==> src/rtl/core/goertzel_tone_magnitude_macros.svh <==
// assertion helpers for the tone magnitude block
`ifndef GOERTZEL_TONE_MAGNITUDE_MACROS_SVH
`define GOERTZEL_TONE_MAGNITUDE_MACROS_SVH
`ifndef SYNTHESIS
`define GTM_ASSERT_SAME(label, clk, rst_n, ante, cons) \
  label: assert property (@(posedge clk) disable iff (!rst_n) (ante) |-> (cons)) \
    else $error("gtm check failed");
`define GTM_ASSERT_NEXT(label, clk, rst_n, ante, cons) \
  label: assert property (@(posedge clk) disable iff (!rst_n) (ante) |=> (cons)) \
    else $error("gtm check failed");
`else
`define GTM_ASSERT_SAME(label, clk, rst_n, ante, cons)
`define GTM_ASSERT_NEXT(label, clk, rst_n, ante, cons)
`endif
`endif

==> src/rtl/core/gtm_pkg.sv <==
package gtm_pkg;

  localparam int SAMPLE_W   = 16;
  localparam int COEF_W     = 19;
  localparam int COEF_FRAC  = 16;
  localparam int STATE_W    = 56;
  localparam int STATE_FRAC = 16;
  localparam int MAX_BLOCK  = 4096;
  localparam int CNT_W      = $clog2(MAX_BLOCK + 1);
  localparam int OUT_W      = 16;

  // recursion datapath
  localparam int HALF_W = STATE_W / 2;
  localparam int PLO_W  = COEF_W + HALF_W + 1;
  localparam int PHI_W  = COEF_W + STATE_W - HALF_W;
  localparam int PROD_W = COEF_W + STATE_W + 1;
  localparam int T1_W   = PROD_W - COEF_FRAC;
  localparam int SUM_W  = T1_W + 2;

  // finishing datapath
  localparam int OP_W   = STATE_W + COEF_W - COEF_FRAC;
  localparam int MAG_W  = OP_W - 1;
  localparam int LIMB_W = MAG_W / 2;
  localparam int PP_W   = 2 * LIMB_W;
  localparam int ACC_W  = 2 * MAG_W + 2;
  localparam int RAD_W  = 2 * STATE_W + 2;
  localparam int ROOT_W = RAD_W / 2;
  localparam int REM_W  = ROOT_W + 2;
  localparam int QUO_W  = ROOT_W - STATE_FRAC;
  localparam int STEP_W = $clog2(ROOT_W);

  localparam int FIFO_DEPTH = 2;
  localparam int FIFO_AW    = $clog2(FIFO_DEPTH);
  localparam int FIFO_CW    = $clog2(FIFO_DEPTH + 1);

  typedef struct packed {
    logic signed [STATE_W-1:0] s1;
    logic signed [STATE_W-1:0] s2;
    logic [CNT_W-1:0]          cnt;
    logic                      clip;
    logic signed [COEF_W-1:0]  coef;
  } gtm_entry_t;

  typedef struct packed {
    logic full;
    logic empty;
  } gtm_qstat_t;

  typedef enum logic [1:0] {
    F_IDLE,
    F_MUL,
    F_ADD,
    F_UPD
  } gtm_fstate_t;

  typedef enum logic [3:0] {
    B_IDLE,
    B_MUL,
    B_FLUSH_T,
    B_TSAVE,
    B_FLUSH_M,
    B_CHECK,
    B_SQRT,
    B_DIV,
    B_DONE
  } gtm_bstate_t;

endpackage

==> src/rtl/core/gtm_fifo.sv <==
module gtm_fifo import gtm_pkg::*; (
  input  logic       clk,
  input  logic       rst_n,
  input  logic       push,
  input  gtm_entry_t wr_data,
  input  logic       pop,
  output gtm_entry_t rd_data,
  output gtm_qstat_t stat
);

  gtm_entry_t         mem_r [FIFO_DEPTH];
  logic [FIFO_AW-1:0] wr_ptr_r, wr_ptr_nxt;
  logic [FIFO_AW-1:0] rd_ptr_r, rd_ptr_nxt;
  logic [FIFO_CW-1:0] cnt_r, cnt_nxt;
  logic               do_push, do_pop;

  assign stat.full  = cnt_r == FIFO_CW'(FIFO_DEPTH);
  assign stat.empty = cnt_r == '0;
  assign do_push    = push && !stat.full;
  assign do_pop     = pop && !stat.empty;
  assign rd_data    = mem_r[rd_ptr_r];

  always_comb begin
    wr_ptr_nxt = do_push ? FIFO_AW'(wr_ptr_r + 1'b1) : wr_ptr_r;
    rd_ptr_nxt = do_pop ? FIFO_AW'(rd_ptr_r + 1'b1) : rd_ptr_r;
    cnt_nxt    = cnt_r;
    if (do_push && !do_pop) begin
      cnt_nxt = FIFO_CW'(cnt_r + 1'b1);
    end else if (do_pop && !do_push) begin
      cnt_nxt = FIFO_CW'(cnt_r - 1'b1);
    end
  end

  always_ff @(posedge clk) begin
    if (!rst_n) begin
      wr_ptr_r <= '0;
      rd_ptr_r <= '0;
      cnt_r    <= '0;
    end else begin
      wr_ptr_r <= wr_ptr_nxt;
      rd_ptr_r <= rd_ptr_nxt;
      cnt_r    <= cnt_nxt;
    end
  end

  always_ff @(posedge clk) begin
    if (do_push) begin
      mem_r[wr_ptr_r] <= wr_data;
    end
  end

endmodule

==> config.mk <==
export PLATFORM = sky130hd
export DESIGN_NAME = gtm_fifo
export DESIGN_NICKNAME = d
export VERILOG_FILES = /design/src/rtl/core/goertzel_tone_magnitude_macros.svh /design/src/rtl/core/gtm_pkg.sv /design/src/rtl/core/gtm_fifo.sv
export SDC_FILE = /design/constraint.sdc
export NUM_CORES = 1
export LEC_CHECK = 0
export ABC_AREA = 1
export BUFFER_PORTS_ARGS = -buffer_cell sky130_fd_sc_hd__clkbuf_2
export CAP_MARGIN = 20
export CORE_ASPECT_RATIO = 1.2
export CORE_MARGIN = 3
export CORE_UTILIZATION = 52
export DETAILED_ROUTE_END_ITERATION = 8
export PLACE_DENSITY = 0.86
export SYNTH_ARGS = -nofsm -noshare
export SYNTH_HDL_FRONTEND = slang
export SYNTH_SLANG_ARGS = --single-unit
==> constraint.sdc <==
create_clock -name clk -period 10.95 [get_ports clk]
set_input_delay 2.19 -clock clk [delete_from_list [all_inputs] [get_ports clk]]
set_output_delay 2.19 -clock clk [all_outputs]
set_load 0.01 [all_outputs]
==> impl_metrics.toml, run 1 <==
[worst_setup_path]
crit_arrival_ns = 2.55
max_stage_delay_ns = 0.79
worstSetupEndpointType = "primary output"
crit_fanout = 72
worst_ep_required_time_ns = 8.76
slowest_stage = "buf_4"
reg2reg_slack_ns = 8.86
worst_setup_path_start_kind = "register"
path_cells = "buf_4 -> mux2_2 -> clkbuf_2"
path_class = "reg -> out"

[finish]
final_layout_size_suffix_gt1_frac = 0.587
mostFrequentLayoutCell = "clkbuf_2"
area_growth_syn_to_layout_pct = 23.3
final_util = 0.659
nets = 953
layout_common_cells = "295 x clkbuf_2, 290 x edfxtp_1, 95 x mux2_2"

[grt]
first_global_vias = 6141
grt_pass1_wl_mm = 31.4
gr-total-overflow = 0
grt_max_degree = 80
grt_use_total = 0.173
antenna_found_initial = 1

[floorplan]
fp-row-count = 57
core_area_um2 = 20400
die_area_um2 = 22700
io_pins = 296
dieWidth_um = 138
die_h_um = 165
start_util = 0.534

[sta]
setup_viol = 0
finalHoldViolCount = 0
fin_tns_setup_ns = 0
tightest_slew_ns = 1.04
slew_viol_final = 0
min_period_ns = 4.74
clock.fmax_mhz = 211
maxSlewHeadroom = 0.310
clock_skew_ns = 0.00846
timing.final.crit_share = 0.433
rsz0062_at_grt = "false"
timing.final.ws_setup_ns = 6.21

[routing]
viasPerCell = 5.14
drc = 0
drt-total-wl_mm = 20.2
wl_per_cell_um = 18.5
drt_iter0_markers = 251
dr.pass1.iters = 6
ant_nets = 0
num_vias = 5589

[power]
p_per_area_nw_per_um2 = 224
finalPower_w = 0.00301
vdd_ir_drop_max_mv = 0.205
p_leak_nw = 5.18

[yosys]
synth_cells = 489
synth_nets = 639
synth_area_leaders = "edfxtp_1 80%, mux2_2 9.8%, mux2_4 6.9%"
ys_seq_area_frac = 0.809
synth_top_area_cell = "edfxtp_1"
synth_warnings = 0
yosys.area.top_type_share = 0.799
netlist_area_um2 = 10900
synth_cell_types = 14
ys_seq_elements = 295
avgSynthCellArea_um2 = 22.3

[clocking]
clock_latency_ns = 0.51
cts_inserted_buffers = 27
postCtsHoldBufs = 0
clkTransAtPathRegs_ns = 0.06
htreeDepth = 1
cts_root_buf = "clkbuf_16"
ctsResizeCount = 0
cts_tree = "built"
cts.sinks = 295
cts_max_path_buffers = 3
post_cts.repair.setup_buffers = 0

[worst_hold_path]
worstHoldPathType = "reg -> reg"

[placed_design]
io_buffer_count = 295
dp.final_hpwl_mm = 13.8
pre_cts_slack_ns = 6.75
gp_congestion = 0.737

[run_status]
outcome = "completed"

[job]
maxCapViolCount = 0
-- Yosys cell counts --
master	count
edfxtp_1	290
ha_1	1
nand3_1	1
nand2_1	6
o21ai_0	3
dfxtp_1	5
nand4_1	1
mux2_4	50
nor2_1	11
buf_6	7
a21oi_1	1
mux2_2	95
inv_1	9
buf_2	9
-- registers in the layout (all words and copies together) (netlist names), named ones only --
name / flops
mem_r: 290
cnt_r: 2
rd_ptr_r: 1
wr_ptr_r: 1
-- area by class of cell --
type | instances | area (um^2)
Sequential cell | 295 | 8810
Clock buffer | 37 | 713
Multi-Input combinational cell | 169 | 1940
Timing Repair Buffer | 301 | 1520
Tap cell | 265 | 332
Clock inverter | 10 | 75.1
Antenna cell | 1 | 2.50
Fill cell | 1384 | 6960
Inverter | 9 | 33.8
-- report_power, final --
| group | total (W) | internal [W] | switching (W) | leakage, nW |
|---|---|---|---|---|
| clock | 0.000841 | 0.000476 | 0.000364 | 0.377 |
| combinational | 0.000689 | 0.000320 | 0.000369 | 2.06 |
| sequential | 0.00148 | 0.00143 | 0.0000473 | 2.75 |
| total | 0.00301 | 0.00223 | 0.000781 | 5.18 |
-- final timing paths --
kind | start | to | cells past startpoint
worst min register to register | rd_ptr_r | rd_ptr_r | 2
worst min-delay path | rd_ptr_r | rd_ptr_r | 2
worst max-delay path | register | rd_data[69] | 3
worst max register to register | cnt_r[1] | mem_r[0][117] | 4
-- logic make-up (layout without fill, tap and decap cells) --
group,count (synthesis),count (layout),share of synthesized area
buffers and inverters,25,357,0.0145
AO/OA/AOI/OAI,4,4,0.00184
adder cells (fa/ha/maj),1,1,0.00115
multiplexers,145,145,0.167
flip-flops,295,295,0.809
other,0,1,0
AND/OR/NAND/NOR,19,19,0.00689
-- critical path: cells and delay by family, from the launching register on --
kind / cells / cell delay (ns)
buffers and inverters: 2 / 0.92
flip-flops: 1 / 0.55
multiplexers: 1 / 0.44
-- metrics by stage --
stage / std cells / cell area (um^2) / hold WS, ns
2_1_floorplan: 489 / 10900 / 0.467
3_3_place_gp: 1039 / 12600 / 0.477
3_5_place_dp: 1039 / 12600 / 0.488
4_1_cts: 1086 / 13400 / 0.516
5_1_grt: 1087 / 13400 / 0.562
6_report: 1087 / 13400 / 0.516
-- per-layer routing --
| metal | global-route usage | up-vias | wire, um |
|---|---|---|---|
| li1 | - | 2558 | - |
| met1 | 0.189 | 2723 | 7050 |
| met2 | 0.318 | 253 | 10700 |
| met3 | 0.0458 | 55 | 1470 |
| met4 | 0.0755 | 0 | 881 |
| met5 | 0 | - | 0 |
Power figures use the tool's default switching activity.
==> run 2, diff against run 1 <==
--- a/config.mk
+++ b/config.mk
@@ -10,9 +10,9 @@
 export CAP_MARGIN = 20
 export CORE_ASPECT_RATIO = 1.2
 export CORE_MARGIN = 3
-export CORE_UTILIZATION = 52
+export CORE_UTILIZATION = 47
 export DETAILED_ROUTE_END_ITERATION = 8
-export PLACE_DENSITY = 0.86
+export PLACE_DENSITY = 0.83
 export SYNTH_ARGS = -nofsm -noshare
 export SYNTH_HDL_FRONTEND = slang
 export SYNTH_SLANG_ARGS = --single-unit
==> constraint.sdc (replaced) <==
create_clock -name clk -period 3.8 [get_ports clk]
set_input_delay 0.76 -clock clk [delete_from_list [all_inputs] [get_ports clk]]
set_output_delay 0.76 -clock clk [all_outputs]
set_load 0.01 [all_outputs]
==> impl_metrics.toml, run 2 (synthesis results as in run 1) <==
[run_status]
outcome = "completed"

[grt]
first_global_vias = 5965
grt_use_total = 0.158
grt_max_degree = 83
gr-total-overflow = 0
antenna_found_initial = 3
grt_pass1_wl_mm = 31.7

[power]
finalPower_w = 0.00898
vdd_ir_drop_max_mv = 0.494
p_leak_nw = 5.26
p_per_area_nw_per_um2 = 657

[sta]
clock_skew_ns = 0.0113
min_period_ns = 2.97
tightest_slew_ns = 0.855
finalHoldViolCount = 0
setup_viol = 0
slew_viol_final = 0
timing.final.ws_setup_ns = 0.831
clock.fmax_mhz = 337
maxSlewHeadroom = 0.430
rsz0062_at_grt = "false"
timing.final.crit_share = 0.781

[worst_setup_path]
path_class = "reg -> out"
r2r-end = "cnt_r[1]"
path_cells = "buf_12 -> mux2_2 -> clkbuf_2"
regToRegStartpoint = "cnt_r[1]"
slowest_stage = "dfxtp_4"
crit_arrival_ns = 2.21
max_stage_delay_ns = 0.72
worst_setup_path_start_kind = "register"
reg2reg_slack_ns = 1.73
worstSetupEndpointType = "primary output"
crit_fanout = 54
worst_ep_required_time_ns = 3.04
r2r_cells = 9

[clocking]
cts_root_buf = "clkbuf_16"
post_cts.repair.setup_buffers = 0
postCtsHoldBufs = 0
clock_latency_ns = 0.52
clkTransAtPathRegs_ns = 0.06
cts_max_path_buffers = 3
htreeDepth = 1
cts_inserted_buffers = 29
cts.sinks = 295
ctsResizeCount = 0
cts_tree = "built"

[routing]
drt_iter0_markers = 290
drc = 0
ant_nets = 0
dr.pass1.iters = 4
drt-total-wl_mm = 20.5
num_vias = 5559
viasPerCell = 4.90
wl_per_cell_um = 18.1

[placed_design]
dp.cells = 1084
dp.final_hpwl_mm = 14.0
dpl_cell_area_um2 = 12800
io_buffer_count = 295
gp_congestion = 0.779
pre_cts_slack_ns = 1.35

[worst_hold_path]
holdPathEnd = "mem_r[0][85]"
worstHoldStart = "wr_data[85]"
min_path_cells = 1
worstHoldPathType = "in -> reg"

[job]
maxCapViolCount = 0

[finish]
layout.cells.non_filler = 1135
layout_common_cells = "295 x clkbuf_2, 290 x edfxtp_1, 95 x mux2_2"
final_layout_size_suffix_gt1_frac = 0.598
area_growth_syn_to_layout_pct = 25.5
design_area_um2 = 13700
final_util = 0.605
diodes = 0
fill_cells = 1617
nets = 955
top_regs = "mem_r x290, cnt_r x2"
top_register = "mem_r"
largest_reg_flops = 290
mostFrequentLayoutCell = "clkbuf_2"

[floorplan]
fp-row-count = 60
io_pins = 296
start_util = 0.482
die_h_um = 173
dieWidth_um = 145
core_area_um2 = 22600
die_area_um2 = 25000
==> run 2: worst max-delay path: cells and delay by family, from the launching register on <==
family / cells / cell delay (ns)
DFF: 1 / 0.72
muxes: 1 / 0.40
buffers and inverters: 2 / 0.51
==> run 2: report_power, final <==
| part | internal, W | switching (W) |
|---|---|---|
| clock | 0.00160 | 0.00111 |
| combinational | 0.000947 | 0.00105 |
| sequential | 0.00412 | 0.000156 |
| total | 0.00666 | 0.00232 |
==> run 2: worst max path at each step <==
stage	startpoint	endpoint	slack (ns)
after detailed placement	register	rd_data[5]	1.35
final	register	rd_data[129]	0.83
after floorplan	push	mem_r[0][0]	-1.38
after global routing	register	rd_data[129]	0.71
after global placement	register	rd_data[142]	1.34
after CTS	register	rd_data[129]	0.77
==> run 2: cell type report <==
class	instances	area (um^2)	share of cell area
clock buffers	33	741	0.0542
clock inverters	18	175	0.0128
inverters	9	33.8	0.00247
multi-input cells	169	1940	0.142
flip-flops and latches	295	8810	0.644
well taps	310	388	0.0284
repair buffers	301	1580	0.116
==> run 2: metal layers <==
layer,global-route usage,up-vias,share of wire
met3,0.0535,50,0.086
met5,0,-,0.0021
met4,0.0535,6,0.030
li1,-,2561,-
met2,0.287,219,0.52
met1,0.173,2723,0.36
==> run 2: stage by stage <==
step / setup TNS, ns / hold slack [ns]
6_report: 0 / 0.415
5_1_grt: 0 / 0.391
4_1_cts: 0 / 0.387
3_5_place_dp: 0 / 0.491
3_3_place_gp: 0 / 0.478
2_1_floorplan: -399.28 / 0.467
