$ cat src/rtl/core/goertzel_tone_magnitude_macros.svh
// assertion helpers for the tone magnitude block
`ifndef GOERTZEL_TONE_MAGNITUDE_MACROS_SVH
`define GOERTZEL_TONE_MAGNITUDE_MACROS_SVH
`ifndef SYNTHESIS
`define GTM_ASSERT_SAME(label, clk, rst_n, ante, cons) \
  label: assert property (@(posedge clk) disable iff (!rst_n) (ante) |-> (cons)) \
    else $error("gtm check failed");
`define GTM_ASSERT_NEXT(label, clk, rst_n, ante, cons) \
  label: assert property (@(posedge clk) disable iff (!rst_n) (ante) |=> (cons)) \
    else $error("gtm check failed");
`else
`define GTM_ASSERT_SAME(label, clk, rst_n, ante, cons)
`define GTM_ASSERT_NEXT(label, clk, rst_n, ante, cons)
`endif
`endif

$ cat src/rtl/core/gtm_pkg.sv
package gtm_pkg;

  localparam int SAMPLE_W   = 16;
  localparam int COEF_W     = 19;
  localparam int COEF_FRAC  = 16;
  localparam int STATE_W    = 56;
  localparam int STATE_FRAC = 16;
  localparam int MAX_BLOCK  = 4096;
  localparam int CNT_W      = $clog2(MAX_BLOCK + 1);
  localparam int OUT_W      = 16;

  // recursion datapath
  localparam int HALF_W = STATE_W / 2;
  localparam int PLO_W  = COEF_W + HALF_W + 1;
  localparam int PHI_W  = COEF_W + STATE_W - HALF_W;
  localparam int PROD_W = COEF_W + STATE_W + 1;
  localparam int T1_W   = PROD_W - COEF_FRAC;
  localparam int SUM_W  = T1_W + 2;

  // finishing datapath
  localparam int OP_W   = STATE_W + COEF_W - COEF_FRAC;
  localparam int MAG_W  = OP_W - 1;
  localparam int LIMB_W = MAG_W / 2;
  localparam int PP_W   = 2 * LIMB_W;
  localparam int ACC_W  = 2 * MAG_W + 2;
  localparam int RAD_W  = 2 * STATE_W + 2;
  localparam int ROOT_W = RAD_W / 2;
  localparam int REM_W  = ROOT_W + 2;
  localparam int QUO_W  = ROOT_W - STATE_FRAC;
  localparam int STEP_W = $clog2(ROOT_W);

  localparam int FIFO_DEPTH = 2;
  localparam int FIFO_AW    = $clog2(FIFO_DEPTH);
  localparam int FIFO_CW    = $clog2(FIFO_DEPTH + 1);

  typedef struct packed {
    logic signed [STATE_W-1:0] s1;
    logic signed [STATE_W-1:0] s2;
    logic [CNT_W-1:0]          cnt;
    logic                      clip;
    logic signed [COEF_W-1:0]  coef;
  } gtm_entry_t;

  typedef struct packed {
    logic full;
    logic empty;
  } gtm_qstat_t;

  typedef enum logic [1:0] {
    F_IDLE,
    F_MUL,
    F_ADD,
    F_UPD
  } gtm_fstate_t;

  typedef enum logic [3:0] {
    B_IDLE,
    B_MUL,
    B_FLUSH_T,
    B_TSAVE,
    B_FLUSH_M,
    B_CHECK,
    B_SQRT,
    B_DIV,
    B_DONE
  } gtm_bstate_t;

endpackage

$ cat src/rtl/core/gtm_front.sv
module gtm_front import gtm_pkg::*; (
  input  logic                       clk,
  input  logic                       rst_n,
  input  logic                       push,
  output logic                       full,
  input  logic signed [SAMPLE_W-1:0] sample,
  input  logic                       last,
  input  logic signed [COEF_W-1:0]   coef,
  input  gtm_qstat_t                 q_stat,
  output logic                       q_push,
  output gtm_entry_t                 q_data
);

  localparam logic signed [STATE_W-1:0] S_MAX = {1'b0, {(STATE_W-1){1'b1}}};
  localparam logic signed [STATE_W-1:0] S_MIN = {1'b1, {(STATE_W-1){1'b0}}};

  gtm_fstate_t                state_r, state_nxt;
  logic signed [SAMPLE_W-1:0] x_r, x_nxt;
  logic                       last_r, last_nxt;
  logic signed [PLO_W-1:0]    plo_r, plo_nxt;
  logic signed [PHI_W-1:0]    phi_r, phi_nxt;
  logic signed [T1_W-1:0]     t1_r, t1_nxt;
  logic signed [STATE_W-1:0]  s1_r, s1_nxt;
  logic signed [STATE_W-1:0]  s2_r, s2_nxt;
  logic [CNT_W-1:0]           cnt_r, cnt_nxt;
  logic                       clip_r, clip_nxt;

  logic signed [PROD_W-1:0]   prod;
  logic signed [SUM_W-1:0]    sum;
  logic signed [STATE_W-1:0]  s0;
  logic [CNT_W-1:0]           cnt_inc;
  logic                       over, under, clip_now, done_ok, take;

  assign prod    = (PROD_W'(phi_r) <<< HALF_W) + PROD_W'(plo_r);
  assign sum     = (SUM_W'(x_r) <<< STATE_FRAC) + SUM_W'(t1_r) - SUM_W'(s2_r);
  assign over    = sum > SUM_W'(S_MAX);
  assign under   = sum < SUM_W'(S_MIN);
  assign clip_now = over || under;
  assign s0      = over ? S_MAX : (under ? S_MIN : sum[STATE_W-1:0]);
  assign cnt_inc = (cnt_r < CNT_W'(MAX_BLOCK)) ? CNT_W'(cnt_r + 1'b1) : cnt_r;
  assign done_ok = !last_r || !q_stat.full;

  assign q_data.s1   = s0;
  assign q_data.s2   = s1_r;
  assign q_data.cnt  = cnt_inc;
  assign q_data.clip = clip_r | clip_now;
  assign q_data.coef = coef;

  always_ff @(posedge clk) begin
    if (!rst_n) begin
      state_r <= F_IDLE;
      s1_r    <= '0;
      s2_r    <= '0;
      cnt_r   <= '0;
      clip_r  <= 1'b0;
    end else begin
      state_r <= state_nxt;
      s1_r    <= s1_nxt;
      s2_r    <= s2_nxt;
      cnt_r   <= cnt_nxt;
      clip_r  <= clip_nxt;
    end
  end

  always_ff @(posedge clk) begin
    x_r    <= x_nxt;
    last_r <= last_nxt;
    plo_r  <= plo_nxt;
    phi_r  <= phi_nxt;
    t1_r   <= t1_nxt;
  end

  always_comb begin
    state_nxt = state_r;
    x_nxt     = x_r;
    last_nxt  = last_r;
    plo_nxt   = plo_r;
    phi_nxt   = phi_r;
    t1_nxt    = t1_r;
    s1_nxt    = s1_r;
    s2_nxt    = s2_r;
    cnt_nxt   = cnt_r;
    clip_nxt  = clip_r;
    full      = 1'b1;
    q_push    = 1'b0;
    take      = 1'b0;
    unique case (state_r)
      F_IDLE: begin
        full = 1'b0;
        take = push;
      end
      F_MUL: begin
        plo_nxt   = coef * $signed({1'b0, s1_r[HALF_W-1:0]});
        phi_nxt   = coef * $signed(s1_r[STATE_W-1:HALF_W]);
        state_nxt = F_ADD;
      end
      F_ADD: begin
        t1_nxt    = T1_W'(prod >>> COEF_FRAC);
        state_nxt = F_UPD;
      end
      F_UPD: begin
        if (done_ok) begin
          full      = 1'b0;
          take      = push;
          state_nxt = F_IDLE;
          if (last_r) begin
            q_push   = 1'b1;
            s1_nxt   = '0;
            s2_nxt   = '0;
            cnt_nxt  = '0;
            clip_nxt = 1'b0;
          end else begin
            s1_nxt   = s0;
            s2_nxt   = s1_r;
            cnt_nxt  = cnt_inc;
            clip_nxt = clip_r | clip_now;
          end
        end
      end
      default: state_nxt = F_IDLE;
    endcase
    if (take) begin
      x_nxt     = sample;
      last_nxt  = last;
      state_nxt = F_MUL;
    end
  end

endmodule

$ cat config.mk
export PLATFORM = sky130hd
export DESIGN_NAME = gtm_front
export DESIGN_NICKNAME = d
export VERILOG_FILES = /design/src/rtl/core/goertzel_tone_magnitude_macros.svh /design/src/rtl/core/gtm_pkg.sv /design/src/rtl/core/gtm_front.sv
export SDC_FILE = /design/constraint.sdc
export NUM_CORES = 2
export LEC_CHECK = 0
export BUFFER_PORTS_ARGS = -buffer_cell sky130_fd_sc_hd__buf_2
export CAP_MARGIN = 15
export CORE_ASPECT_RATIO = 0.5
export CORE_MARGIN = 2
export CORE_UTILIZATION = 45
export CTS_CLUSTER_DIAMETER = 80
export DETAILED_ROUTE_END_ITERATION = 12
export RECOVER_POWER = 25
export SYNTH_ARGS = -nofsm -noshare
export SYNTH_HDL_FRONTEND = slang
export SYNTH_SLANG_ARGS = --single-unit
$ cat constraint.sdc
create_clock -name clk -period 15.55 [get_ports clk]
set_input_delay 4.665 -clock clk [delete_from_list [all_inputs] [get_ports clk]]
set_output_delay 4.665 -clock clk [all_outputs]
set_load 0.05 [all_outputs]
==> summary.txt <==
Min path
  – Hold Crit Endpoint: t1_r[4]$_DFFE_PP_
  – Hold depth: 0
  – Hold crit path type: flip-flop to flip-flop
  – Hold path start: plo_r[20]$_DFFE_PP_

Setup path
  – R2R Path Start: s1_r[34]$_SDFFE_PN0P_
  – Worst Path Buf+Inv: 5
  – R2R cell count: 23
  – Reg-to-Reg End: phi_r[46]$_DFFE_PP_
  – Setup CP Type: input port to flip-flop
  – Slowest CP cell: fa_1
  – Worst path required time: between 15000 and 20000 ps
  – Critical Path End Type: flip-flop
  – Kind of cell adding the most delay to the critical path: adder cells
  – R2r setup slk: 7090 ps
  – Worst-path cell chain: buf_2, buf_4, and2_1, fa_1, fa_1, inv_1, fa_1, inv_1, fa_1, fa_1, fa_1, ha_1, ha_1, nand3_1, nor3_1, o311ai_0, a2111oi_1, buf_4, o2111ai_1, a41oi_1, a41oi_1, o21ai_1, and4_1, nor3_1
  – CP arrival: 13040 ps
  – Critical path fanouts, max: 30
  – Startpoint type of the worst setup path: input port
  – Max stage delay on crit path: 570 ps
  – Most frequent cell on the critical path: fa_1

Layout
  – Reg area: 7260 um2
  – Area grow syn2layout: 6.43%
  – Final #Nets: 7345
  – Finished Layout Cells: 7485
  – Area of the multi-input gates: about 41000 um2
  – Utilization after layout: 48.4%
  – Share of cells above drive strength 1: 6.40%
  – Fillers: around 11000

Yosys
  – Seq/Total Area, Yosys: 13.5%
  – Post-Syn Instances: approximately 5900
  – Library cells used by synthesis: 84
  – Flops & latches, synth: ~280
  – Syn nets: 7387
  – Avg Cell Area, Syn: roughly 9.1 um2
  – Top_reg_cell synth: edfxtp_1
  – Mapped cell area: 53800 um2
  – Ys async rst share: 0%
  – Post-synth EDFFs: 156
  – Yosys warning count: 0

Clocking
  – Post-cts resize count: 0
  – CTS root buf: clkbuf_16
  – Worst skew pair latency: 590 ps
  – H-tree depth: 2
  – TritonCTS Buffers: 36
  – CTS Hold Bufs: 0
  – CTS tree: yes
  – # clock sinks: approximately 280
  – # Post-CTS Setup Buffers: 0
  – Clk buf depth: 3
  – Clock Pin Slew Worst Setup and Hold Paths: 60 ps

Power
  – Internal: 3.98 mW
  – Net switching power: 5.48 mW
  – Switching portion of total power: 57.9%
  – Worst VDD drop: 254 uV
  – Gate power share: 76.9%
  – Clock power frac: under 10%
  – Power Density: approximately 170 nW/um2
  – Leak: 27.9 nW
  – Flop pwr share: between 10% and 20%

Outcome
  – Violated checks: design-rule violations, max-capacitance violations, max-slew violations
  – Outcome: finished with violations

Detailed routing
  – DR vias/cell: 5.48
  – DR WL/cell: around 22 um
  – DRC: 18
  – Vias post-DR: 41000
  – First-pass detailed-route iteration total: 10
  – DR iter-0 viols: between 3000 and 4000
  – Routed wire length: 165000 um
  – Remaining antenna violation count: 0

Floorplanning
  – Area of the core: 118000 um2
  – Die boundary height: 249 um
  – Die X: roughly 490 um
  – Die Area: 123000 um2
  – Row cnt: 89
  – IO Pins: 188
  – Initial Util: about 46%

Placed design
  – Worst slack, placed: around 2400 ps
  – DP Cell Count: 7413
  – Post-DP HPWL: 124000 um
  – Port Buffer Count: between 150 and 200
  – Final GP Congestion: between 0.9 and 1

Timing
  – Final clock skew: 29.0 ps
  – Final worst slack: 2820 ps
  – Max-slew headroom: -138%
  – Fin crit share: 81.9%
  – Min cycle time layout: 12730 ps
  – Final setup viols: 0
  – Peak Freq: 78.5 MHz
  – Worst Max-Slew Pin Slew: 3560 ps
  – Final Max Slew Viols: around 150
  – RSZ-0062 raised after global routing: no
  – Final hold violation count: 0
  – Setup TNS: 0 ps

Global routing
  – Grt total ovfl: 0
  – Largest net degree at the start of global routing: 76
  – First-pass GRT wire length: 256000 um
  – Number of global-route vias before repair: approximately 43000
  – Antenna violations before repair: 12
  – GRT Util Overall: 27.3%

Job
  – Number of max-cap violations: 3
==> Yosys cell counts, types with 20 or more instances <==
master       n  area (um2)
o21ai_0    165         826
nor2b_1     28         175
xnor2_1    107         937
and3_1      21         131
xor2_1      67         587
o311ai_0    36         315
and2_1     507        3170
nand3_1     44         220
nand4_1     43         269
inv_1     1128        4230
nor2_1     152         571
a31oi_1     22         138
buf_2       32         160
a21o_1      67         503
nand2_1    761        2860
nand3b_1    61         458
o21a_1      33         248
nand2b_1    37         231
a21boi_0    68         510
a21oi_1    197         986
nor3_1      39         195
ha_1       435        5440
clkbuf_1   297        1110
dfxtp_1    128        2560
fa_1      1008       20200
edfxtp_1   156        4680
a211oi_1    20         150
o21bai_1    25         188
o311ai_1    22         193
==> cell families after synthesis <==
logic type / share of synthesized area [%]
adder cells (fa/ha/maj): 47.6
buffers and inverters: 10.6
AO/OA/AOI/OAI: 9.26
flip-flops: 13.5
AND/OR/NAND/NOR: 16.1
multiplexers: 0.114
XOR/XNOR: 2.83
==> placed cells by master (no fill, tap or decap), types with 20 or more instances in the layout <==
| cell | netlist | routed |
|---|---|---|
| a211oi_1 | 20 | 20 |
| o311ai_0 | 36 | 36 |
| a31oi_1 | 22 | 22 |
| a21oi_1 | 197 | 197 |
| buf_4 | 19 | 85 |
| and3_1 | 21 | 21 |
| o21a_1 | 33 | 33 |
| nor3_1 | 39 | 39 |
| o21ai_0 | 165 | 165 |
| nand3b_1 | 61 | 61 |
| o311ai_1 | 22 | 22 |
| clkbuf_16 | 0 | 37 |
| dfxtp_1 | 128 | 118 |
| a21boi_0 | 68 | 68 |
| o21bai_1 | 25 | 25 |
| a21o_1 | 67 | 67 |
| ha_1 | 435 | 434 |
| fa_1 | 1008 | 1008 |
| inv_1 | 1128 | 1127 |
| nand3_1 | 44 | 44 |
| xor2_1 | 67 | 67 |
| edfxtp_1 | 156 | 156 |
| nand2_1 | 761 | 759 |
| nand4_1 | 43 | 43 |
| xnor2_1 | 107 | 107 |
| nor2b_1 | 28 | 28 |
| and2_1 | 507 | 506 |
| nand2b_1 | 37 | 37 |
| nor2_1 | 152 | 152 |
| buf_2 | 32 | 186 |
==> power groups by stage <==
stage	Sequential (mW)	Combinational [mW]	Clock [mW]
after global routing	1.32	7.94	0.926
after global placement	1.30	7.07	0
after CTS	1.29	7.18	0.902
final	1.30	7.28	0.881
after floorplan	1.26	4.96	0
after detailed placement	1.30	7.13	0
==> layer usage <==
layer  track usage (%)  vias up  wire length, um
li1                  -    18200                -
met1              38.9    21100            73900
met2              42.0     1442            72500
met3              7.12      216            15900
met4              5.23        4             2960
met5                 0        -               27
==> worst max-delay path by stage <==
| stage | from | to | depth (start not counted) |
|---|---|---|---|
| 2_1_floorplan | coef[4] | phi_r[46]$_DFFE_PP_ | 22 |
| 3_3_place_gp | coef[1] | phi_r[46]$_DFFE_PP_ | 24 |
| 3_5_place_dp | coef[1] | phi_r[46]$_DFFE_PP_ | 24 |
| 4_1_cts | coef[1] | phi_r[46]$_DFFE_PP_ | 24 |
| 5_1_grt | coef[1] | phi_r[38]$_DFFE_PP_ | 22 |
| 6_report | coef[1] | phi_r[46]$_DFFE_PP_ | 24 |
==> cell type report <==
class                   instances  share of cell area (%)
clock inverters                15                   0.332
inverters                    1129                    7.40
well taps                    1592                    3.48
clock buffers                  51                    1.80
flip-flops and latches        284                    12.7
diodes                          4                  0.0175
repair buffers                276                    2.88
multi-input cells            4134                    71.4
==> flip-flops by register name (all words and copies together) (netlist names) <==
register	count
t1_r	60
s1_r	56
s2_r	56
phi_r	47
plo_r	32
x_r	16
cnt_r	13
state_r	2
clip_r	1
last_r	1
==> through the flow <==
stage / power, mW / cell area, um2 / hold slack, ps
finish: 9.46 / 57300 / 425
global route: 10.2 / 57300 / 436
CTS: 9.37 / 57200 / 427
detailed placement: 8.43 / 56000 / 413
global placement: 8.37 / 56000 / 412
floorplan: 6.22 / 53800 / 400
Note: power is estimated with default switching activity, not from simulation.
