**config.mk**
```make
export PLATFORM = sky130hd
export DESIGN_NAME = gtm_back
export DESIGN_NICKNAME = d
export VERILOG_FILES = /design/src/rtl/core/goertzel_tone_magnitude_macros.svh /design/src/rtl/core/gtm_pkg.sv /design/src/rtl/core/gtm_back.sv
export SDC_FILE = /design/constraint.sdc
export NUM_CORES = 2
export LEC_CHECK = 0
export BUFFER_PORTS_ARGS = -buffer_cell sky130_fd_sc_hd__buf_2
export CAP_MARGIN = 20
export CORE_ASPECT_RATIO = 0.5
export CORE_MARGIN = 4
export CORE_UTILIZATION = 25
export DETAILED_ROUTE_END_ITERATION = 16
export SLEW_MARGIN = 20
export SYNTH_ARGS = -nofsm -noshare
export SYNTH_HDL_FRONTEND = slang
export SYNTH_SLANG_ARGS = --single-unit
```
**constraint.sdc**
```tcl
create_clock -name clk -period 11.5 [get_ports clk]
set_clock_uncertainty 0.1 [all_clocks]
set_input_delay 1.15 -clock clk [delete_from_list [all_inputs] [get_ports clk]]
set_output_delay 1.15 -clock clk [all_outputs]
set_load 0.02 [all_outputs]
```
**src/rtl/core/goertzel_tone_magnitude_macros.svh**
```systemverilog
// assertion helpers for the tone magnitude block
`ifndef GOERTZEL_TONE_MAGNITUDE_MACROS_SVH
`define GOERTZEL_TONE_MAGNITUDE_MACROS_SVH
`ifndef SYNTHESIS
`define GTM_ASSERT_SAME(label, clk, rst_n, ante, cons) \
  label: assert property (@(posedge clk) disable iff (!rst_n) (ante) |-> (cons)) \
    else $error("gtm check failed");
`define GTM_ASSERT_NEXT(label, clk, rst_n, ante, cons) \
  label: assert property (@(posedge clk) disable iff (!rst_n) (ante) |=> (cons)) \
    else $error("gtm check failed");
`else
`define GTM_ASSERT_SAME(label, clk, rst_n, ante, cons)
`define GTM_ASSERT_NEXT(label, clk, rst_n, ante, cons)
`endif
`endif

```
**src/rtl/core/gtm_pkg.sv**
```systemverilog
package gtm_pkg;

  localparam int SAMPLE_W   = 16;
  localparam int COEF_W     = 19;
  localparam int COEF_FRAC  = 16;
  localparam int STATE_W    = 56;
  localparam int STATE_FRAC = 16;
  localparam int MAX_BLOCK  = 4096;
  localparam int CNT_W      = $clog2(MAX_BLOCK + 1);
  localparam int OUT_W      = 16;

  // recursion datapath
  localparam int HALF_W = STATE_W / 2;
  localparam int PLO_W  = COEF_W + HALF_W + 1;
  localparam int PHI_W  = COEF_W + STATE_W - HALF_W;
  localparam int PROD_W = COEF_W + STATE_W + 1;
  localparam int T1_W   = PROD_W - COEF_FRAC;
  localparam int SUM_W  = T1_W + 2;

  // finishing datapath
  localparam int OP_W   = STATE_W + COEF_W - COEF_FRAC;
  localparam int MAG_W  = OP_W - 1;
  localparam int LIMB_W = MAG_W / 2;
  localparam int PP_W   = 2 * LIMB_W;
  localparam int ACC_W  = 2 * MAG_W + 2;
  localparam int RAD_W  = 2 * STATE_W + 2;
  localparam int ROOT_W = RAD_W / 2;
  localparam int REM_W  = ROOT_W + 2;
  localparam int QUO_W  = ROOT_W - STATE_FRAC;
  localparam int STEP_W = $clog2(ROOT_W);

  localparam int FIFO_DEPTH = 2;
  localparam int FIFO_AW    = $clog2(FIFO_DEPTH);
  localparam int FIFO_CW    = $clog2(FIFO_DEPTH + 1);

  typedef struct packed {
    logic signed [STATE_W-1:0] s1;
    logic signed [STATE_W-1:0] s2;
    logic [CNT_W-1:0]          cnt;
    logic                      clip;
    logic signed [COEF_W-1:0]  coef;
  } gtm_entry_t;

  typedef struct packed {
    logic full;
    logic empty;
  } gtm_qstat_t;

  typedef enum logic [1:0] {
    F_IDLE,
    F_MUL,
    F_ADD,
    F_UPD
  } gtm_fstate_t;

  typedef enum logic [3:0] {
    B_IDLE,
    B_MUL,
    B_FLUSH_T,
    B_TSAVE,
    B_FLUSH_M,
    B_CHECK,
    B_SQRT,
    B_DIV,
    B_DONE
  } gtm_bstate_t;

endpackage

```
**src/rtl/core/gtm_back.sv**
```systemverilog
module gtm_back import gtm_pkg::*; (
  input  logic              clk,
  input  logic              rst_n,
  input  gtm_qstat_t        q_stat,
  input  gtm_entry_t        q_data,
  output logic              q_pop,
  input  logic              pop,
  output logic              empty,
  output logic [OUT_W-1:0]  magnitude,
  output logic              saturated
);

  localparam logic [1:0] TERM_CS2  = 2'd0;
  localparam logic [1:0] TERM_S1S1 = 2'd1;
  localparam logic [1:0] TERM_S2S2 = 2'd2;
  localparam logic [1:0] TERM_S1T  = 2'd3;

  gtm_bstate_t               state_r, state_nxt;
  logic signed [STATE_W-1:0] s1_r, s1_nxt;
  logic signed [STATE_W-1:0] s2_r, s2_nxt;
  logic [CNT_W-1:0]          cnt_r, cnt_nxt;
  logic                      clip_r, clip_nxt;
  logic signed [COEF_W-1:0]  coef_r, coef_nxt;
  logic [1:0]                term_r, term_nxt;
  logic [1:0]                lstep_r, lstep_nxt;
  logic [PP_W-1:0]           pp_r, pp_nxt;
  logic [1:0]                pp_sh_r, pp_sh_nxt;
  logic                      pp_neg_r, pp_neg_nxt;
  logic                      pp_vld_r, pp_vld_nxt;
  logic signed [ACC_W-1:0]   acc_r, acc_nxt;
  logic signed [OP_W-1:0]    t_r, t_nxt;
  logic [RAD_W-1:0]          rad_r, rad_nxt;
  logic [REM_W-1:0]          rem_r, rem_nxt;
  logic [ROOT_W-1:0]         root_r, root_nxt;
  logic [QUO_W-1:0]          quo_r, quo_nxt;
  logic [CNT_W-1:0]          drem_r, drem_nxt;
  logic [STEP_W-1:0]         step_r, step_nxt;
  logic                      res_vld_r, res_vld_nxt;
  logic [OUT_W-1:0]          res_mag_r, res_mag_nxt;
  logic                      res_sat_r, res_sat_nxt;

  logic signed [OP_W-1:0]    op_a, op_b;
  logic [MAG_W-1:0]          mag_a, mag_b;
  logic [LIMB_W-1:0]         limb_a, limb_b;
  logic signed [ACC_W-1:0]   addend, acc_add, acc_sh;
  logic [REM_W+1:0]          sq_in, sq_trial, sq_diff;
  logic                      sq_ge;
  logic [CNT_W:0]            dv_in, dv_div, dv_diff;
  logic                      dv_ge, quo_over;

  // operand pairs of the four products
  always_comb begin
    op_a = OP_W'(s1_r);
    op_b = OP_W'(s1_r);
    case (term_r)
      TERM_CS2: begin
        op_a = OP_W'(coef_r);
        op_b = OP_W'(s2_r);
      end
      TERM_S1S1: begin
        op_a = OP_W'(s1_r);
        op_b = OP_W'(s1_r);
      end
      TERM_S2S2: begin
        op_a = OP_W'(s2_r);
        op_b = OP_W'(s2_r);
      end
      TERM_S1T: begin
        op_a = OP_W'(s1_r);
        op_b = t_r;
      end
      default: begin
        op_a = OP_W'(s1_r);
        op_b = t_r;
      end
    endcase
  end

  assign mag_a  = op_a[OP_W-1] ? MAG_W'(-op_a) : MAG_W'(op_a);
  assign mag_b  = op_b[OP_W-1] ? MAG_W'(-op_b) : MAG_W'(op_b);
  assign limb_a = lstep_r[1] ? mag_a[MAG_W-1:LIMB_W] : mag_a[LIMB_W-1:0];
  assign limb_b = lstep_r[0] ? mag_b[MAG_W-1:LIMB_W] : mag_b[LIMB_W-1:0];

  always_comb begin
    case (pp_sh_r)
      2'd0:    addend = ACC_W'(pp_r);
      2'd1:    addend = ACC_W'(pp_r) << LIMB_W;
      default: addend = ACC_W'(pp_r) << (2 * LIMB_W);
    endcase
  end

  assign acc_add = pp_neg_r ? acc_r - addend : acc_r + addend;
  assign acc_sh  = acc_r >>> COEF_FRAC;

  // one root bit per step
  assign sq_in    = {rem_r, rad_r[RAD_W-1 -: 2]};
  assign sq_trial = (REM_W + 2)'({root_r, 2'b01});
  assign sq_ge    = sq_in >= sq_trial;
  assign sq_diff  = sq_in - sq_trial;

  // one quotient bit per step
  assign dv_in   = {drem_r, quo_r[QUO_W-1]};
  assign dv_div  = {1'b0, cnt_r};
  assign dv_ge   = dv_in >= dv_div;
  assign dv_diff = dv_in - dv_div;

  assign quo_over = |quo_r[QUO_W-1:OUT_W];

  assign empty     = !res_vld_r;
  assign magnitude = res_mag_r;
  assign saturated = res_sat_r;

  always_ff @(posedge clk) begin
    if (!rst_n) begin
      state_r   <= B_IDLE;
      pp_vld_r  <= 1'b0;
      res_vld_r <= 1'b0;
    end else begin
      state_r   <= state_nxt;
      pp_vld_r  <= pp_vld_nxt;
      res_vld_r <= res_vld_nxt;
    end
  end

  always_ff @(posedge clk) begin
    s1_r      <= s1_nxt;
    s2_r      <= s2_nxt;
    cnt_r     <= cnt_nxt;
    clip_r    <= clip_nxt;
    coef_r    <= coef_nxt;
    term_r    <= term_nxt;
    lstep_r   <= lstep_nxt;
    pp_r      <= pp_nxt;
    pp_sh_r   <= pp_sh_nxt;
    pp_neg_r  <= pp_neg_nxt;
    acc_r     <= acc_nxt;
    t_r       <= t_nxt;
    rad_r     <= rad_nxt;
    rem_r     <= rem_nxt;
    root_r    <= root_nxt;
    quo_r     <= quo_nxt;
    drem_r    <= drem_nxt;
    step_r    <= step_nxt;
    res_mag_r <= res_mag_nxt;
    res_sat_r <= res_sat_nxt;
  end

  always_comb begin
    state_nxt   = state_r;
    s1_nxt      = s1_r;
    s2_nxt      = s2_r;
    cnt_nxt     = cnt_r;
    clip_nxt    = clip_r;
    coef_nxt    = coef_r;
    term_nxt    = term_r;
    lstep_nxt   = lstep_r;
    pp_nxt      = limb_a * limb_b;
    pp_sh_nxt   = {1'b0, lstep_r[1]} + {1'b0, lstep_r[0]};
    pp_neg_nxt  = op_a[OP_W-1] ^ op_b[OP_W-1] ^ (term_r == TERM_S1T);
    pp_vld_nxt  = 1'b0;
    acc_nxt     = pp_vld_r ? acc_add : acc_r;
    t_nxt       = t_r;
    rad_nxt     = rad_r;
    rem_nxt     = rem_r;
    root_nxt    = root_r;
    quo_nxt     = quo_r;
    drem_nxt    = drem_r;
    step_nxt    = step_r;
    res_vld_nxt = res_vld_r && !pop;
    res_mag_nxt = res_mag_r;
    res_sat_nxt = res_sat_r;
    q_pop       = 1'b0;
    unique case (state_r)
      B_IDLE: begin
        if (!q_stat.empty) begin
          q_pop     = 1'b1;
          s1_nxt    = q_data.s1;
          s2_nxt    = q_data.s2;
          cnt_nxt   = q_data.cnt;
          clip_nxt  = q_data.clip;
          coef_nxt  = q_data.coef;
          acc_nxt   = '0;
          term_nxt  = TERM_CS2;
          lstep_nxt = '0;
          state_nxt = B_MUL;
        end
      end
      B_MUL: begin
        pp_vld_nxt = 1'b1;
        lstep_nxt  = lstep_r + 1'b1;
        if (&lstep_r) begin
          if (term_r == TERM_CS2) begin
            term_nxt  = TERM_S1S1;
            state_nxt = B_FLUSH_T;
          end else if (term_r == TERM_S1T) begin
            state_nxt = B_FLUSH_M;
          end else begin
            term_nxt = term_r + 1'b1;
          end
        end
      end
      B_FLUSH_T: state_nxt = B_TSAVE;
      B_TSAVE: begin
        t_nxt     = acc_sh[OP_W-1:0];
        acc_nxt   = '0;
        state_nxt = B_MUL;
      end
      B_FLUSH_M: state_nxt = B_CHECK;
      B_CHECK: begin
        if (!acc_r[ACC_W-1] && (acc_r != '0)) begin
          rad_nxt   = acc_r[RAD_W-1:0];
          rem_nxt   = '0;
          root_nxt  = '0;
          step_nxt  = '0;
          state_nxt = B_SQRT;
        end else begin
          quo_nxt   = '0;
          state_nxt = B_DONE;
        end
      end
      B_SQRT: begin
        rad_nxt  = rad_r << 2;
        rem_nxt  = sq_ge ? sq_diff[REM_W-1:0] : sq_in[REM_W-1:0];
        root_nxt = {root_r[ROOT_W-2:0], sq_ge};
        step_nxt = step_r + 1'b1;
        if (step_r == STEP_W'(ROOT_W - 1)) begin
          quo_nxt   = root_nxt[ROOT_W-1:STATE_FRAC];
          drem_nxt  = '0;
          step_nxt  = '0;
          state_nxt = B_DIV;
        end
      end
      B_DIV: begin
        drem_nxt = dv_ge ? dv_diff[CNT_W-1:0] : dv_in[CNT_W-1:0];
        quo_nxt  = {quo_r[QUO_W-2:0], dv_ge};
        step_nxt = step_r + 1'b1;
        if (step_r == STEP_W'(QUO_W - 1)) begin
          state_nxt = B_DONE;
        end
      end
      B_DONE: begin
        if (!res_vld_r) begin
          res_vld_nxt = 1'b1;
          res_mag_nxt = quo_over ? {OUT_W{1'b1}} : quo_r[OUT_W-1:0];
          res_sat_nxt = clip_r | quo_over;
          state_nxt   = B_IDLE;
        end
      end
      default: state_nxt = B_IDLE;
    endcase
  end

endmodule

```
==> flow_metrics.py <==
metrics = {
    "sta": {
        "tns_ns": 0,
        "hold_viol": 0,
        "max_clock_freq_ghz": 0.0882,
        "setup_viol": 0,
        "period_share_pct": 98.6,
        "min_period_ns": 11.33,
        "slew_headroom_pct": 25.8,
        "rsz0062_at_grt": "yes",
        "worst_pin_slew_ns": 1.11,
        "final_max_slew_viol_count": 0,
    },
    "die": {
        "die_area_sq_mm": 0.304,
        "die-width_um": 775,
        "dieHeight_um": 392,
        "row_count": 140,
        "ioPinCount": 169,
        "start_util_pct": 25.2,
        "coreArea_sq_mm": 0.292,
    },
    "worst_setup_path": {
        "start_kind": "flip-flop",
        "path_class": "flip-flop to flip-flop",
        "regToRegEndpoint": "pp_r[41]",
        "reg2reg_from": "term_r[0]",
        "cpPeakStageDelay_ns": 0.59,
        "end_kind": "flip-flop",
        "critPathRequiredTime_ns": 11.96,
        "crit_top_cell": "fa_1",
        "r2r_setup_slack_ns": 0.17,
        "slowest_stage": "fa_1",
        "critPathMaxFanout": 17,
        "critical_path_arrival_ns": 11.79,
        "reg2regPathDepth": 45,
    },
    "grt": {
        "use_met3_pct": 2.86,
        "track_usage_pct": 18.3,
        "grt_overflow": 0,
        "grt_pass1_wl_um": 421000,
        "busiest_layer": "met2",
        "met2_usage_pct": 29.0,
        "antenna_found_initial": 5,
        "grt_pass1_vias": 64407,
        "grt_max_degree": 85,
        "grt_use_met1_pct": 24.8,
    },
    "hold_path": {
        "whs_path_depth": 2,
        "hold_path.class": "flip-flop to flip-flop",
        "worstHoldStart": "rad_r[19]",
        "holdPathEnd": "rad_r[21]",
    },
    "clock_tree": {
        "numClockSinks": 700,
        "h-tree-depth": 3,
        "cts_tree": "yes",
        "cts_hold_buf": 0,
        "cts.clk_slew.worst_paths_ns": 0.06,
        "clock_latency_ns": 0.71,
        "cts_made_buffers": 78,
        "root_buffer": "clkbuf_16",
        "clock_path_buffers": 3,
    },
    "yosys": {
        "synth-seq-cells": 700,
        "synthArstFlopShare_pct": 0,
        "yosysTopAreaCell": "edfxtp_1",
        "synth_top_area_share_pct": 21.0,
        "ys.flop_type": "edfxtp_1",
        "yosysMostFrequentCell": "nand2_1",
        "synth_common_cells": "nand2_1, nor2_1, inv_1",
        "syn_nets": 9742,
        "synth_warnings": 0,
        "yosysUniqueCellTypes": 103,
        "syn_area_sq_mm": 0.0736,
        "synth-edff-count": 515,
        "seq_area_frac_synth_pct": 26.1,
        "yosys-top-cells-area": "edfxtp_1, fa_1, ha_1",
        "post_synth_inst_count": 8421,
        "postSynthAreaPerCell_sq_um": 8.74,
    },
    "route": {
        "dr.pass1.iters": 8,
        "wl_um": 285000,
        "ant_nets": 0,
        "vias": 64809,
        "wl_per_cell_um": 22.0,
        "drc": 0,
        "drt_iter0_markers": 6226,
        "viasPerCell": 5.01,
    },
    "placement": {
        "gp_congestion": 0.995,
        "portBuffers": 167,
        "post-dp-hpwl_um": 228000,
    },
    "outcome": {
        "status": "finished, final reports clean",
    },
    "final_layout": {
        "drive_above_1_share_pct": 16.0,
        "synthToLayoutAreaGrowth_pct": 20.4,
        "fill_cells": 30740,
        "nets": 10296,
    },
    "run": {
        "max-cap-violations": 0,
    },
}
-- worst max path at each step --
stage / from / depth (start not counted) / to / slack, ns
floorplan: term_r[0] / 45 / pp_r[38] / 0.03
global placement: term_r[0] / 40 / pp_r[41] / -0.13
detailed placement: term_r[0] / 41 / pp_r[41] / -0.22
CTS: term_r[1] / 46 / pp_r[54] / 0.002
global route: term_r[0] / 45 / pp_r[45] / -0.19
finish: term_r[0] / 45 / pp_r[41] / 0.17
-- what timing repair did --
action / 4_1_cts / 5_1_grt
resized for setup: 35 / 303
endpoints found under the setup margin: 15 / 24
pin swaps: 6 / 148
buffers inserted: 4 / 73
gates cloned: 0 / 4
-- state kept, by name, summed over array words and instances (netlist names) --
signal,count
pp_neg_r,1
drem_r,13
pp_sh_r,2
magnitude,16
acc_r,118
state_r,4
cnt_r,13
clip_r,1
root_r,57
res_vld_r,1
rad_r,114
pp_r,58
step_r,6
s2_r,56
quo_r,41
term_r,2
coef_r,19
saturated,1
lstep_r,2
t_r,59
pp_vld_r,1
rem_r,59
s1_r,56
-- cell type report --
cell class	count	area [sq um]	area share, %
multi-input cells	6338	50500	57.0
clock buffers	102	2160	2.44
well taps	3905	4890	5.52
clock inverters	40	554	0.626
repair buffers	943	7840	8.85
flip-flops and latches	700	19200	21.7
diodes	3	7.51	0.00848
inverters	914	3450	3.90
-- cells by family (layout without fill, tap and decap cells) --
family,after synthesis,after routing,share of synthesized area (%)
AO/OA/AOI/OAI,1693,1693,14.9
XOR/XNOR,397,397,4.74
adder cells (fa/ha/maj),1171,1171,27.3
buffers and inverters,1383,1999,7.30
flip-flops,700,700,26.1
multiplexers,161,161,2.22
other,0,3,0
AND/OR/NAND/NOR,2916,2916,17.5
-- metrics by stage --
stage | std cells | setup WS (ns) | hold slack, ns | util [%] | cell area, sq um
4_1_cts | 12865 | 0.00247 | 0.374 | 29.7 | 86600
5_1_grt | 12942 | -0.188 | 0.395 | 30.3 | 88500
2_1_floorplan | 8421 | 0.0315 | 0.354 | - | 73600
6_report | 12945 | 0.167 | 0.383 | 30.3 | 88600
3_3_place_gp | 12718 | -0.135 | 0.385 | 28.7 | 83700
3_5_place_dp | 12719 | -0.219 | 0.391 | 28.7 | 83700
-- layout by cell type (no fill, tap or decap), types with 191 or more instances in the layout --
master	count
o21ai_0	305
xnor2_1	201
nor2_1	981
xor2_1	191
nand2_1	1122
a21o_1	195
inv_1	894
fa_1	709
ha_1	423
edfxtp_1	515
buf_4	661
a21oi_1	433
-- critical path, delay by kind of cell (launching register included) --
| kind | cells | cell delay (ns) |
|---|---|---|
| AO/OA/AOI/OAI | 10 | 2.05 |
| XOR/XNOR | 1 | 0.18 |
| adder cells (fa/ha/maj) | 10 | 4.14 |
| buffers and inverters | 15 | 1.86 |
| flip-flops | 1 | 0.48 |
| AND/OR/NAND/NOR | 9 | 2.38 |
-- metal layers --
metal | vias up | share of wire, % | wire [um]
met2 | 2490 | 44 | 126000
li1 | 29550 | - | -
met5 | - | 0.0091 | 26
met3 | 536 | 7.4 | 21000
met1 | 32229 | 43 | 124000
met4 | 4 | 5.1 | 14600
Power is not shown: default switching activity piles up to over one toggle a cycle in this logic, so the estimate is an artifact.
